**config.mk**
```make
export PLATFORM = sky130hd
export DESIGN_NAME = iir_biquad_or_fir_filter_core
export DESIGN_NICKNAME = d
export VERILOG_FILES = /design/src/design/bqf_pkg.sv /design/src/design/bqf_ram.sv /design/src/design/bqf_mac.sv /design/src/design/iir_biquad_or_fir_filter_core.sv
export SDC_FILE = /design/constraint.sdc
export NUM_CORES = 2
export LEC_CHECK = 0
export BUFFER_PORTS_ARGS = -buffer_cell sky130_fd_sc_hd__buf_2
export CORE_ASPECT_RATIO = 1.5
export CORE_MARGIN = 4
export CORE_UTILIZATION = 55
export CTS_CLUSTER_SIZE = 28
export DETAILED_ROUTE_END_ITERATION = 10
export PLACE_DENSITY = 0.81
export SLEW_MARGIN = 20
export SYNTH_ARGS = -nofsm -noshare
export SYNTH_HDL_FRONTEND = slang
export SYNTH_SLANG_ARGS = --single-unit
```
**constraint.sdc**
```tcl
create_clock -name clk -period 12.9 [get_ports clk]
set_clock_uncertainty 0.15 [all_clocks]
set_input_delay 0.645 -clock clk [delete_from_list [all_inputs] [get_ports clk]]
set_output_delay 0.645 -clock clk [all_outputs]
set_load 0.01 [all_outputs]
```
**src/design/bqf_pkg.sv**
```systemverilog
`default_nettype none

package bqf_pkg;

  localparam int MAX_TAPS = 32;
  localparam int TAP_AW   = (MAX_TAPS > 1) ? $clog2(MAX_TAPS) : 1;
  localparam int TAP_CW   = $clog2(MAX_TAPS + 1);

  localparam int SAMPLE_W = 16;
  localparam int COEFF_W  = 18;
  localparam int GAIN_W   = 17;
  localparam int TAPS_W   = 6;
  localparam int IDX_W    = 5;
  localparam int OUT_W    = 24;
  localparam int CFG_IW   = 3;

  // shared multiplier: 24-bit signed by 18-bit signed
  localparam int MUL_AW   = 24;
  localparam int MUL_BW   = 18;
  localparam int PROD_W   = MUL_AW + MUL_BW;
  localparam int ACC_W    = 64;
  localparam int SUM_W    = 45;
  localparam int LO_W     = 23;
  localparam int HI_W     = SUM_W - LO_W;

  localparam int W_SHIFT  = 14;
  localparam int Y_SHIFT  = 28;

  localparam logic signed [ACC_W-1:0] W_HALF  = ACC_W'(64'sd8192);
  localparam logic signed [ACC_W-1:0] Y_HALF  = ACC_W'(64'sd134217728);
  localparam logic signed [ACC_W-1:0] OUT_MAX = ACC_W'(64'sd8388607);
  localparam logic signed [ACC_W-1:0] OUT_MIN = -ACC_W'(64'sd8388608);

  localparam logic [CFG_IW-1:0] REG_TAPS = 3'd0;
  localparam logic [CFG_IW-1:0] REG_B0   = 3'd1;
  localparam logic [CFG_IW-1:0] REG_B1   = 3'd2;
  localparam logic [CFG_IW-1:0] REG_B2   = 3'd3;
  localparam logic [CFG_IW-1:0] REG_A1   = 3'd4;
  localparam logic [CFG_IW-1:0] REG_A2   = 3'd5;
  localparam logic [CFG_IW-1:0] REG_GAIN = 3'd6;

  localparam logic KIND_SAMPLE = 1'b0;
  localparam logic KIND_COEFF  = 1'b1;

  typedef enum logic [1:0] {
    MAC_NONE,
    MAC_ADD,
    MAC_SUB,
    MAC_ADD_HI
  } mac_op_t;

  typedef struct packed {
    mac_op_t op;
    logic    acc_set;
  } mac_ctrl_t;

  typedef enum logic [3:0] {
    ST_IDLE,
    ST_IIR_A1,
    ST_IIR_A2,
    ST_IIR_W,
    ST_IIR_RND,
    ST_IIR_B0,
    ST_IIR_B1,
    ST_IIR_B2,
    ST_FIR,
    ST_SUM_WAIT,
    ST_GAIN_HI,
    ST_GAIN_LO,
    ST_GAIN_ACC,
    ST_ROUND,
    ST_OUT
  } state_t;

  function automatic logic signed [OUT_W-1:0] sat_out(input logic signed [ACC_W-1:0] v);
    logic signed [OUT_W-1:0] r;
    if (v > OUT_MAX) begin
      r = OUT_MAX[OUT_W-1:0];
    end else if (v < OUT_MIN) begin
      r = OUT_MIN[OUT_W-1:0];
    end else begin
      r = v[OUT_W-1:0];
    end
    return r;
  endfunction

endpackage

`default_nettype wire

```
**src/design/bqf_ram.sv**
```systemverilog
`default_nettype none

module bqf_ram #(
  parameter int WIDTH = 16,
  parameter int DEPTH = 32,
  localparam int AW = (DEPTH > 1) ? $clog2(DEPTH) : 1
) (
  input  wire logic                   clk,
  input  wire logic                   we,
  input  wire logic [AW-1:0]          waddr,
  input  wire logic [WIDTH-1:0]       wdata,
  input  wire logic                   re,
  input  wire logic [AW-1:0]          raddr,
  output      logic [WIDTH-1:0]       rdata
);

  logic [WIDTH-1:0] mem [DEPTH];

  always_ff @(posedge clk) begin
    if (we) begin
      mem[waddr] <= wdata;
    end
    if (re) begin
      rdata <= mem[raddr];
    end
  end

endmodule

`default_nettype wire

```
**src/design/bqf_mac.sv**
```systemverilog
`default_nettype none

module bqf_mac
  import bqf_pkg::*;
(
  input  wire logic                     clk,
  input  wire logic                     rst,
  input  wire mac_ctrl_t                ctrl,
  input  wire logic signed [MUL_AW-1:0] mul_a,
  input  wire logic signed [MUL_BW-1:0] mul_b,
  input  wire logic signed [ACC_W-1:0]  acc_init,
  output      logic signed [ACC_W-1:0]  acc
);

  logic signed [PROD_W-1:0] prod;
  mac_op_t                  prod_op;
  logic signed [ACC_W-1:0]  prod_ext;
  logic signed [ACC_W-1:0]  term;

  assign prod_ext = ACC_W'(prod);

  always_comb begin
    unique case (prod_op)
      MAC_ADD:    term = prod_ext;
      MAC_SUB:    term = -prod_ext;
      MAC_ADD_HI: term = prod_ext <<< LO_W;
      default:    term = '0;
    endcase
  end

  // the product is registered and lands in the cycle after its operands, where it is folded in
  always_ff @(posedge clk) begin
    if (rst) begin
      prod_op <= MAC_NONE;
    end else begin
      prod_op <= ctrl.op;
    end
  end

  always_ff @(posedge clk) begin
    prod <= mul_a * mul_b;
    if (ctrl.acc_set) begin
      acc <= acc_init;
    end else begin
      acc <= acc + term;
    end
  end

endmodule

`default_nettype wire

```
**src/design/iir_biquad_or_fir_filter_core.sv**
```systemverilog
// Biquad IIR / FIR filter core.
// Input channel s_*: one word per item. s_tuser is the kind: 0 filters the sample in
// s_tdata, 1 writes one FIR coefficient into the coefficient memory (no result word).
// Output channel m_*: one word per sample with the filtered value and its difference
// from the previous filtered value, both saturated to 24 bits.
// Configuration: cfg_wr_en writes cfg_data into register cfg_index (0 tap count,
// 1..3 b0..b2, 4..5 a1..a2, 6 output gain); write only while the core is idle.
// With tap count 0 the core runs one direct-form-II section; otherwise an N-tap FIR
// (N capped at 32) walks the delay and coefficient memories one tap per cycle through
// a single shared 24x18 multiply-accumulate, shifting the delay line as it goes.
// A sample steps through the IIR or FIR states, then the gain and rounding states, and
// waits in ST_OUT while the output register holds an untaken word; the result is on
// m_tvalid the cycle after it leaves ST_OUT. A coefficient write keeps the core idle.
// Reset loads the configuration defaults, clears the biquad state, the last output and
// both memories' valid bits, so unwritten entries read as zero; no clearing pass is needed.
// The finished word sits in an output register, so the next item is accepted while it
// waits; a stalled receiver holds only the following result, in its final cycle.
`default_nettype none

module iir_biquad_or_fir_filter_core
  import bqf_pkg::*;
(
  input  wire logic              clk,
  input  wire logic              rst,
  input  wire logic              s_tvalid,
  output      logic              s_tready,
  input  wire logic [39:0]       s_tdata,   // sample[15:0], coeff_index[20:16], coeff_value[38:21]
  input  wire logic              s_tuser,   // kind
  output      logic              m_tvalid,
  input  wire logic              m_tready,
  output      logic [47:0]       m_tdata,   // filtered[23:0], difference[47:24]
  input  wire logic              cfg_wr_en,
  input  wire logic [CFG_IW-1:0] cfg_index,
  input  wire logic [17:0]       cfg_data
);

  // configuration
  logic [TAPS_W-1:0]         taps_in_use;
  logic signed [COEFF_W-1:0] feedforward_b0, feedforward_b1, feedforward_b2;
  logic signed [COEFF_W-1:0] feedback_a1, feedback_a2;
  logic [GAIN_W-1:0]         output_gain;

  // input fields
  logic                      kind;
  logic signed [SAMPLE_W-1:0] sample;
  logic [IDX_W-1:0]          coeff_index;
  logic signed [COEFF_W-1:0] coeff_value;

  assign kind        = s_tuser;
  assign sample      = s_tdata[15:0];
  assign coeff_index = s_tdata[20:16];
  assign coeff_value = s_tdata[38:21];

  state_t state, state_next;

  // biquad state and sequencing registers
  logic signed [OUT_W-1:0]    w1, w2, w_new;
  logic [TAP_CW-1:0]          n_reg, n_in, rd_idx;
  logic                       pend;
  logic [TAP_AW-1:0]          wr_addr;
  logic signed [SAMPLE_W-1:0] carry;
  logic [LO_W-1:0]            sum_lo;
  logic signed [OUT_W-1:0]    y_reg, previous_output;
  logic [MAX_TAPS-1:0]        dly_vld, cof_vld;
  logic                       dly_vld_q, cof_vld_q;

  // output register
  logic                       out_valid;
  logic signed [OUT_W-1:0]    out_filtered, out_difference;

  // mac and memory hookup
  mac_ctrl_t                  mctl;
  logic signed [MUL_AW-1:0]   mul_a;
  logic signed [MUL_BW-1:0]   mul_b;
  logic signed [ACC_W-1:0]    acc_init, acc;
  logic                       rd_en, dly_we, cof_we, idx_ok;
  logic [TAP_AW-1:0]          rd_addr;
  logic [SAMPLE_W-1:0]        dly_q;
  logic [COEFF_W-1:0]         cof_q;
  logic signed [SAMPLE_W-1:0] dly_word;
  logic signed [COEFF_W-1:0]  cof_word;
  logic signed [ACC_W-1:0]    w_rnd, y_rnd;
  logic signed [OUT_W:0]      diff_wide;
  logic signed [OUT_W-1:0]    diff_sat;
  logic signed [HI_W-1:0]     sum_hi;

  assign n_in     = (int'(taps_in_use) > MAX_TAPS) ? TAP_CW'(MAX_TAPS) : TAP_CW'(taps_in_use);
  assign idx_ok   = int'(coeff_index) < MAX_TAPS;
  assign rd_addr  = rd_idx[TAP_AW-1:0];
  assign dly_word = dly_vld_q ? signed'(dly_q) : '0;
  assign cof_word = cof_vld_q ? signed'(cof_q) : '0;
  assign w_rnd    = (acc + W_HALF) >>> W_SHIFT;
  assign y_rnd    = (acc + Y_HALF) >>> Y_SHIFT;
  assign w_new    = sat_out(w_rnd);
  assign sum_hi   = acc[SUM_W-1:LO_W];

  assign diff_wide = {y_reg[OUT_W-1], y_reg} - {previous_output[OUT_W-1], previous_output};
  assign diff_sat  = (diff_wide[OUT_W] != diff_wide[OUT_W-1])
                   ? {diff_wide[OUT_W], {(OUT_W-1){~diff_wide[OUT_W]}}}
                   : diff_wide[OUT_W-1:0];

  assign m_tvalid = out_valid;
  assign m_tdata  = {out_difference, out_filtered};

  bqf_mac u_mac (
    .clk      (clk),
    .rst      (rst),
    .ctrl     (mctl),
    .mul_a    (mul_a),
    .mul_b    (mul_b),
    .acc_init (acc_init),
    .acc      (acc)
  );

  bqf_ram #(.WIDTH(SAMPLE_W), .DEPTH(MAX_TAPS)) u_dly_ram (
    .clk   (clk),
    .we    (dly_we),
    .waddr (wr_addr),
    .wdata (carry),
    .re    (rd_en),
    .raddr (rd_addr),
    .rdata (dly_q)
  );

  bqf_ram #(.WIDTH(COEFF_W), .DEPTH(MAX_TAPS)) u_cof_ram (
    .clk   (clk),
    .we    (cof_we),
    .waddr (TAP_AW'(coeff_index)),
    .wdata (coeff_value),
    .re    (rd_en),
    .raddr (rd_addr),
    .rdata (cof_q)
  );

  always_ff @(posedge clk) begin
    if (rst) begin
      state <= ST_IDLE;
    end else begin
      state <= state_next;
    end
  end

  always_comb begin
    state_next   = state;
    mctl.op      = MAC_NONE;
    mctl.acc_set = 1'b0;
    acc_init     = '0;
    mul_a        = '0;
    mul_b        = '0;
    rd_en        = 1'b0;
    dly_we       = 1'b0;
    cof_we       = 1'b0;
    s_tready     = 1'b0;
    unique case (state)
      ST_IDLE: begin
        s_tready = 1'b1;
        if (s_tvalid) begin
          if (kind == KIND_COEFF) begin
            cof_we = idx_ok;
          end else begin
            mctl.acc_set = 1'b1;
            if (n_in == '0) begin
              acc_init   = ACC_W'(sample) <<< W_SHIFT;
              state_next = ST_IIR_A1;
            end else begin
              state_next = ST_FIR;
            end
          end
        end
      end
      ST_IIR_A1: begin
        mul_a      = w1;
        mul_b      = feedback_a1;
        mctl.op    = MAC_SUB;
        state_next = ST_IIR_A2;
      end
      ST_IIR_A2: begin
        mul_a      = w2;
        mul_b      = feedback_a2;
        mctl.op    = MAC_SUB;
        state_next = ST_IIR_W;
      end
      ST_IIR_W: begin
        state_next = ST_IIR_RND;
      end
      ST_IIR_RND: begin
        mctl.acc_set = 1'b1;
        state_next   = ST_IIR_B0;
      end
      ST_IIR_B0: begin
        mul_a      = y_reg;
        mul_b      = feedforward_b0;
        mctl.op    = MAC_ADD;
        state_next = ST_IIR_B1;
      end
      ST_IIR_B1: begin
        mul_a      = w1;
        mul_b      = feedforward_b1;
        mctl.op    = MAC_ADD;
        state_next = ST_IIR_B2;
      end
      ST_IIR_B2: begin
        mul_a      = w2;
        mul_b      = feedforward_b2;
        mctl.op    = MAC_ADD;
        state_next = ST_SUM_WAIT;
      end
      ST_FIR: begin
        rd_en = rd_idx < n_reg;
        if (pend) begin
          // write the shifted-in word back and multiply it by its tap
          dly_we  = 1'b1;
          mul_a   = MUL_AW'(carry);
          mul_b   = cof_word;
          mctl.op = MAC_ADD;
          if (!rd_en) begin
            state_next = ST_SUM_WAIT;
          end
        end
      end
      ST_SUM_WAIT: begin
        state_next = ST_GAIN_HI;
      end
      ST_GAIN_HI: begin
        mul_a        = MUL_AW'(sum_hi);
        mul_b        = MUL_BW'(output_gain);
        mctl.op      = MAC_ADD_HI;
        mctl.acc_set = 1'b1;
        state_next   = ST_GAIN_LO;
      end
      ST_GAIN_LO: begin
        mul_a      = MUL_AW'(sum_lo);
        mul_b      = MUL_BW'(output_gain);
        mctl.op    = MAC_ADD;
        state_next = ST_GAIN_ACC;
      end
      ST_GAIN_ACC: begin
        state_next = ST_ROUND;
      end
      ST_ROUND: begin
        state_next = ST_OUT;
      end
      ST_OUT: begin
        if (!out_valid || m_tready) begin
          state_next = ST_IDLE;
        end
      end
      default: begin
        state_next = ST_IDLE;
      end
    endcase
  end

  // control state
  always_ff @(posedge clk) begin
    if (rst) begin
      taps_in_use     <= '0;
      feedforward_b0  <= '0;
      feedforward_b1  <= '0;
      feedforward_b2  <= COEFF_W'(18'sd16384);
      feedback_a1     <= '0;
      feedback_a2     <= '0;
      output_gain     <= GAIN_W'(17'd16384);
      w1              <= '0;
      w2              <= '0;
      previous_output <= '0;
      dly_vld         <= '0;
      cof_vld         <= '0;
      pend            <= 1'b0;
      out_valid       <= 1'b0;
    end else begin
      if (cfg_wr_en) begin
        unique case (cfg_index)
          REG_TAPS: taps_in_use    <= cfg_data[TAPS_W-1:0];
          REG_B0:   feedforward_b0 <= cfg_data;
          REG_B1:   feedforward_b1 <= cfg_data;
          REG_B2:   feedforward_b2 <= cfg_data;
          REG_A1:   feedback_a1    <= cfg_data;
          REG_A2:   feedback_a2    <= cfg_data;
          REG_GAIN: output_gain    <= cfg_data[GAIN_W-1:0];
          default: ;
        endcase
      end
      if (cof_we) begin
        cof_vld[TAP_AW'(coeff_index)] <= 1'b1;
      end
      if (dly_we) begin
        dly_vld[wr_addr] <= 1'b1;
      end
      if (state == ST_IIR_B2) begin
        w1 <= y_reg;
        w2 <= w1;
      end
      if (state == ST_FIR) begin
        pend <= rd_en;
      end else begin
        pend <= 1'b0;
      end
      if (state == ST_OUT && (!out_valid || m_tready)) begin
        out_valid       <= 1'b1;
        previous_output <= y_reg;
      end else if (m_tready) begin
        out_valid <= 1'b0;
      end
    end
  end

  // datapath registers
  always_ff @(posedge clk) begin
    if (rd_en) begin
      dly_vld_q <= dly_vld[rd_addr];
      cof_vld_q <= cof_vld[rd_addr];
      rd_idx    <= rd_idx + TAP_CW'(1);
    end
    if (state == ST_FIR) begin
      wr_addr <= rd_addr;
      if (pend) begin
        carry <= dly_word;
      end
    end
    if (state == ST_IDLE) begin
      n_reg  <= n_in;
      rd_idx <= '0;
      carry  <= sample;
    end
    // y_reg holds the new biquad state w before it carries the output
    if (state == ST_IIR_RND) begin
      y_reg <= w_new;
    end
    if (state == ST_ROUND) begin
      y_reg <= sat_out(y_rnd);
    end
    if (state == ST_GAIN_HI) begin
      sum_lo <= acc[LO_W-1:0];
    end
    if (state == ST_OUT && (!out_valid || m_tready)) begin
      out_filtered   <= y_reg;
      out_difference <= diff_sat;
    end
  end

endmodule

`default_nettype wire

```
==> qor.csv <==
stage;metric;value;unit
floorplanning;Die X;328;um
clocking;Worst-path clk slew;0.07;ns
critical_path;most used cell along the critical path;fa_1;
clocking;Clock Latency Late Sink;0.83;ns
detailed_routing;via count;56700;
floorplanning;Cell Rows;175;
placement;HPWL after DPL;160000;um
critical_path;CP required;13.49;ns
timing;Max transition margin;0.190;
pwr;worst vdd rail ir drop;0.000159;V
global_routing;vias in the first global route;57700;
synthesis;synthesized netlist cell count;6656;
global_routing;total global routing overflow;0;
critical_path;crit path launch type;flop;
critical_path;Critical-path top delay cell;nor2_4;
synthesis;Netlist Area Pre-Place;84400;um^2
detailed_routing;DRC viols;0;
cells_and_area;P&R area growth vs syn;10.1;%
detailed_routing;WL/cell;27.6;um
synthesis;sequential area share after synthesis;0.531;
detailed_routing;Pre-antenna DRT Iters;7;
global_routing;initial antenna violation count;24;
floorplanning;Die Y;488;um
run_status;status;finished clean;
cells_and_area;max FFs per register;576;
clocking;clk buf depth;3;
floorplanning;starting density of the core;0.555;
synthesis;EDFF count, synth;1246;
synthesis;Top FF cell, synth;edfxtp_1;
detailed_routing;Total Routed Length;245000;um
timing;Fmax;94.6;MHz
min_path;Hold WC Path Type;in -> reg;
timing;Hold Slack;0.0303;ns
run;max-cap viol count;0;
synthesis;FFs w/ async S/R, synth;0;
critical_path;Arrival @ worst endpoint;11.16;ns
timing;final period utilization;0.819;
timing;setup TNS;0;ns
global_routing;Total Routing Usage GR;0.307;
clocking;cts bufs inserted;147;
timing;Worst Max-Slew Pin Slew;1.21;ns
timing;Fin. Hold Viols;0;
synthesis;synthesis warning total;0;
placement;dpl cells;8597;
critical_path;Crit path largest cell delay;0.85;ns
synthesis;FF+latch count, synth;1615;
clocking;CTS Root Cell;clkbuf_16;
timing;fin crit period;10.57;ns
synthesis;Post-Syn Area per Cell;12.7;um^2
placement;Port Buffers;115;
critical_path;CP Class;reg -> reg;
placement;routability congestion estimate;0.985;
critical_path;crit path capture type;flop;
floorplanning;DIE AREA;160000;um^2
cells_and_area;nets@finish;7432;
critical_path;critical path peak fanout;23;
pwr;Leak;0.0336;uW
clocking;TritonCTS Sinks;1615;
detailed_routing;Routed Antenna Nets;0;
floorplanning;Placeable Area;152000;um^2
clocking;Post-CTS Resized;0;
cells_and_area;fin util;0.611;
timing;setup violators final;0;
detailed_routing;routed vias/inst;6.37;
clocking;CTS tree;yes;
synthesis;Synth Net Count;7351;
cells_and_area;Top Registers;u_cof_ram.mem (576), u_dly_ram.mem (512), u_mac.acc (64);
cells_and_area;Reg with most FFs;u_cof_ram.mem;
global_routing;pin count of the biggest net entering global routing;139;
timing;Max Slew Vio Count;0;
cells_and_area;Finished Layout Cells;8909;
global_routing;first-pass GRT wire length;365000;um
pwr;pwr dens;151;nW/um^2
synthesis;Yosys cell types;83;
cells_and_area;layout cells sized above 1;0.151;
timing;unrepaired setup endpoints after global routing;no;
clocking;# H-tree levels;4;
floorplanning;num ports;117;
detailed_routing;DR iter-0 viols;6982;
==> logic make-up (layout without fill, tap and decap cells) <==
kind of cell / after synthesis / count (layout) / share of synthesized area
buffers and inverters: 960 / 1163 / 0.0432
AO/OA/AOI/OAI: 956 / 956 / 0.0704
other: 0 / 15 / 0
adder cells (fa/ha/maj): 631 / 631 / 0.131
multiplexers: 446 / 446 / 0.107
XOR/XNOR: 213 / 213 / 0.0221
AND/OR/NAND/NOR: 1835 / 1835 / 0.0952
flip-flops: 1615 / 1615 / 0.531
==> critical path: cells and delay by family, from the launching register on <==
kind | cells | cell delay [ns]
XOR/XNOR | 1 | 0.17
flip-flops | 1 | 0.71
AO/OA/AOI/OAI | 7 | 1.90
buffers and inverters | 5 | 0.85
adder cells (fa/ha/maj) | 7 | 3.58
AND/OR/NAND/NOR | 7 | 3.10
==> area by class of cell <==
class                           instances  area [um^2]
Clock inverter                         71          970
Clock buffer                          200         4090
Antenna cell                           15         37.5
Multi-Input combinational cell       4081        36300
Tap cell                             2035         2550
Inverter                              611         2290
Fill cell                           11000        59200
Sequential cell                      1615        44800
Timing Repair Buffer                  281         1990
==> power by group <==
part	internal (uW)	switching (uW)
logic	1160	1720
registers	6100	524
clock network	2540	2010
==> placed cells by master (no fill, tap or decap), types with 83 or more instances in the layout <==
cell type | netlist | final
nor2_1 | 485 | 424
nand3_1 | 86 | 83
buf_4 | 1 | 135
ha_1 | 200 | 200
a21o_1 | 87 | 87
nand2_1 | 878 | 878
xnor2_1 | 126 | 126
o21ai_0 | 208 | 208
mux4_2 | 360 | 360
buf_2 | 14 | 114
a21oi_1 | 349 | 345
dfxtp_1 | 369 | 364
xor2_1 | 87 | 87
clkbuf_16 | 0 | 152
inv_1 | 610 | 609
edfxtp_1 | 1246 | 1246
fa_1 | 428 | 428
==> synthesized netlist by cell type (all sizes together), types with 16 or more instances <==
cell | count | area share
fa | 428 | 0.10
edfxtp | 1246 | 0.44
dfxtp | 369 | 0.087
mux2i | 26 | 0.0031
and4 | 19 | 0.0020
a21oi | 349 | 0.021
nor4 | 25 | 0.0022
mux4 | 360 | 0.096
and2 | 36 | 0.0027
xnor2 | 126 | 0.013
nor3 | 53 | 0.0033
mux2 | 60 | 0.0080
nor2 | 485 | 0.022
nor2b | 45 | 0.0033
o21bai | 25 | 0.0022
a31oi | 18 | 0.0013
buf | 49 | 0.0026
nand2 | 878 | 0.039
o21ai | 216 | 0.013
a21o | 87 | 0.0077
or3 | 17 | 0.0013
o31ai | 21 | 0.0019
xor2 | 87 | 0.0090
inv | 611 | 0.027
clkbuf | 300 | 0.013
a221oi | 19 | 0.0020
o21ba | 16 | 0.0019
o21a | 40 | 0.0036
ha | 200 | 0.030
nand2b | 47 | 0.0035
nand3 | 86 | 0.0051
and3 | 35 | 0.0026
or2 | 18 | 0.0013
a22oi | 62 | 0.0055
nand4 | 63 | 0.0047
==> per-layer routing <==
| layer | GRT usage | up-vias | share of wire |
|---|---|---|---|
| met1 | 0.357 | 28200 | 0.33 |
| met3 | 0.0719 | 965 | 0.10 |
| li1 | - | 23800 | - |
| met2 | 0.513 | 3769 | 0.49 |
| met5 | 0 | - | 0.00037 |
| met4 | 0.197 | 14 | 0.079 |
==> metrics by stage <==
step	power [uW]	cell area (um^2)	worst slack [ns]
2_1_floorplan	8450	84400	3.92
3_3_place_gp	9360	87600	2.81
3_5_place_dp	9460	87600	2.72
4_1_cts	14000	92900	2.67
5_1_grt	14500	93000	1.99
6_report	14100	93000	2.33
==> worst paths after layout <==
kind / to / from / slack (ns) / cells past startpoint
min: feedback_a1[5] / cfg_data[5] / 0.03 / 3
min reg2reg: sum_lo[2] / u_mac.acc[2] / 0.29 / 0
max: u_mac.prod[38] / state[2] / 2.33 / 27
max reg2reg: u_mac.prod[38] / state[2] / 2.33 / 27
==> timing repair <==
item | 4_1_cts | 5_1_grt
setup buffers | 0 | 0
hold buffers | 21 | 0
setup endpoints to repair | 0 | 0
endpoints found under the hold margin | 93 | 0
(Power assumes the default switching activity.)
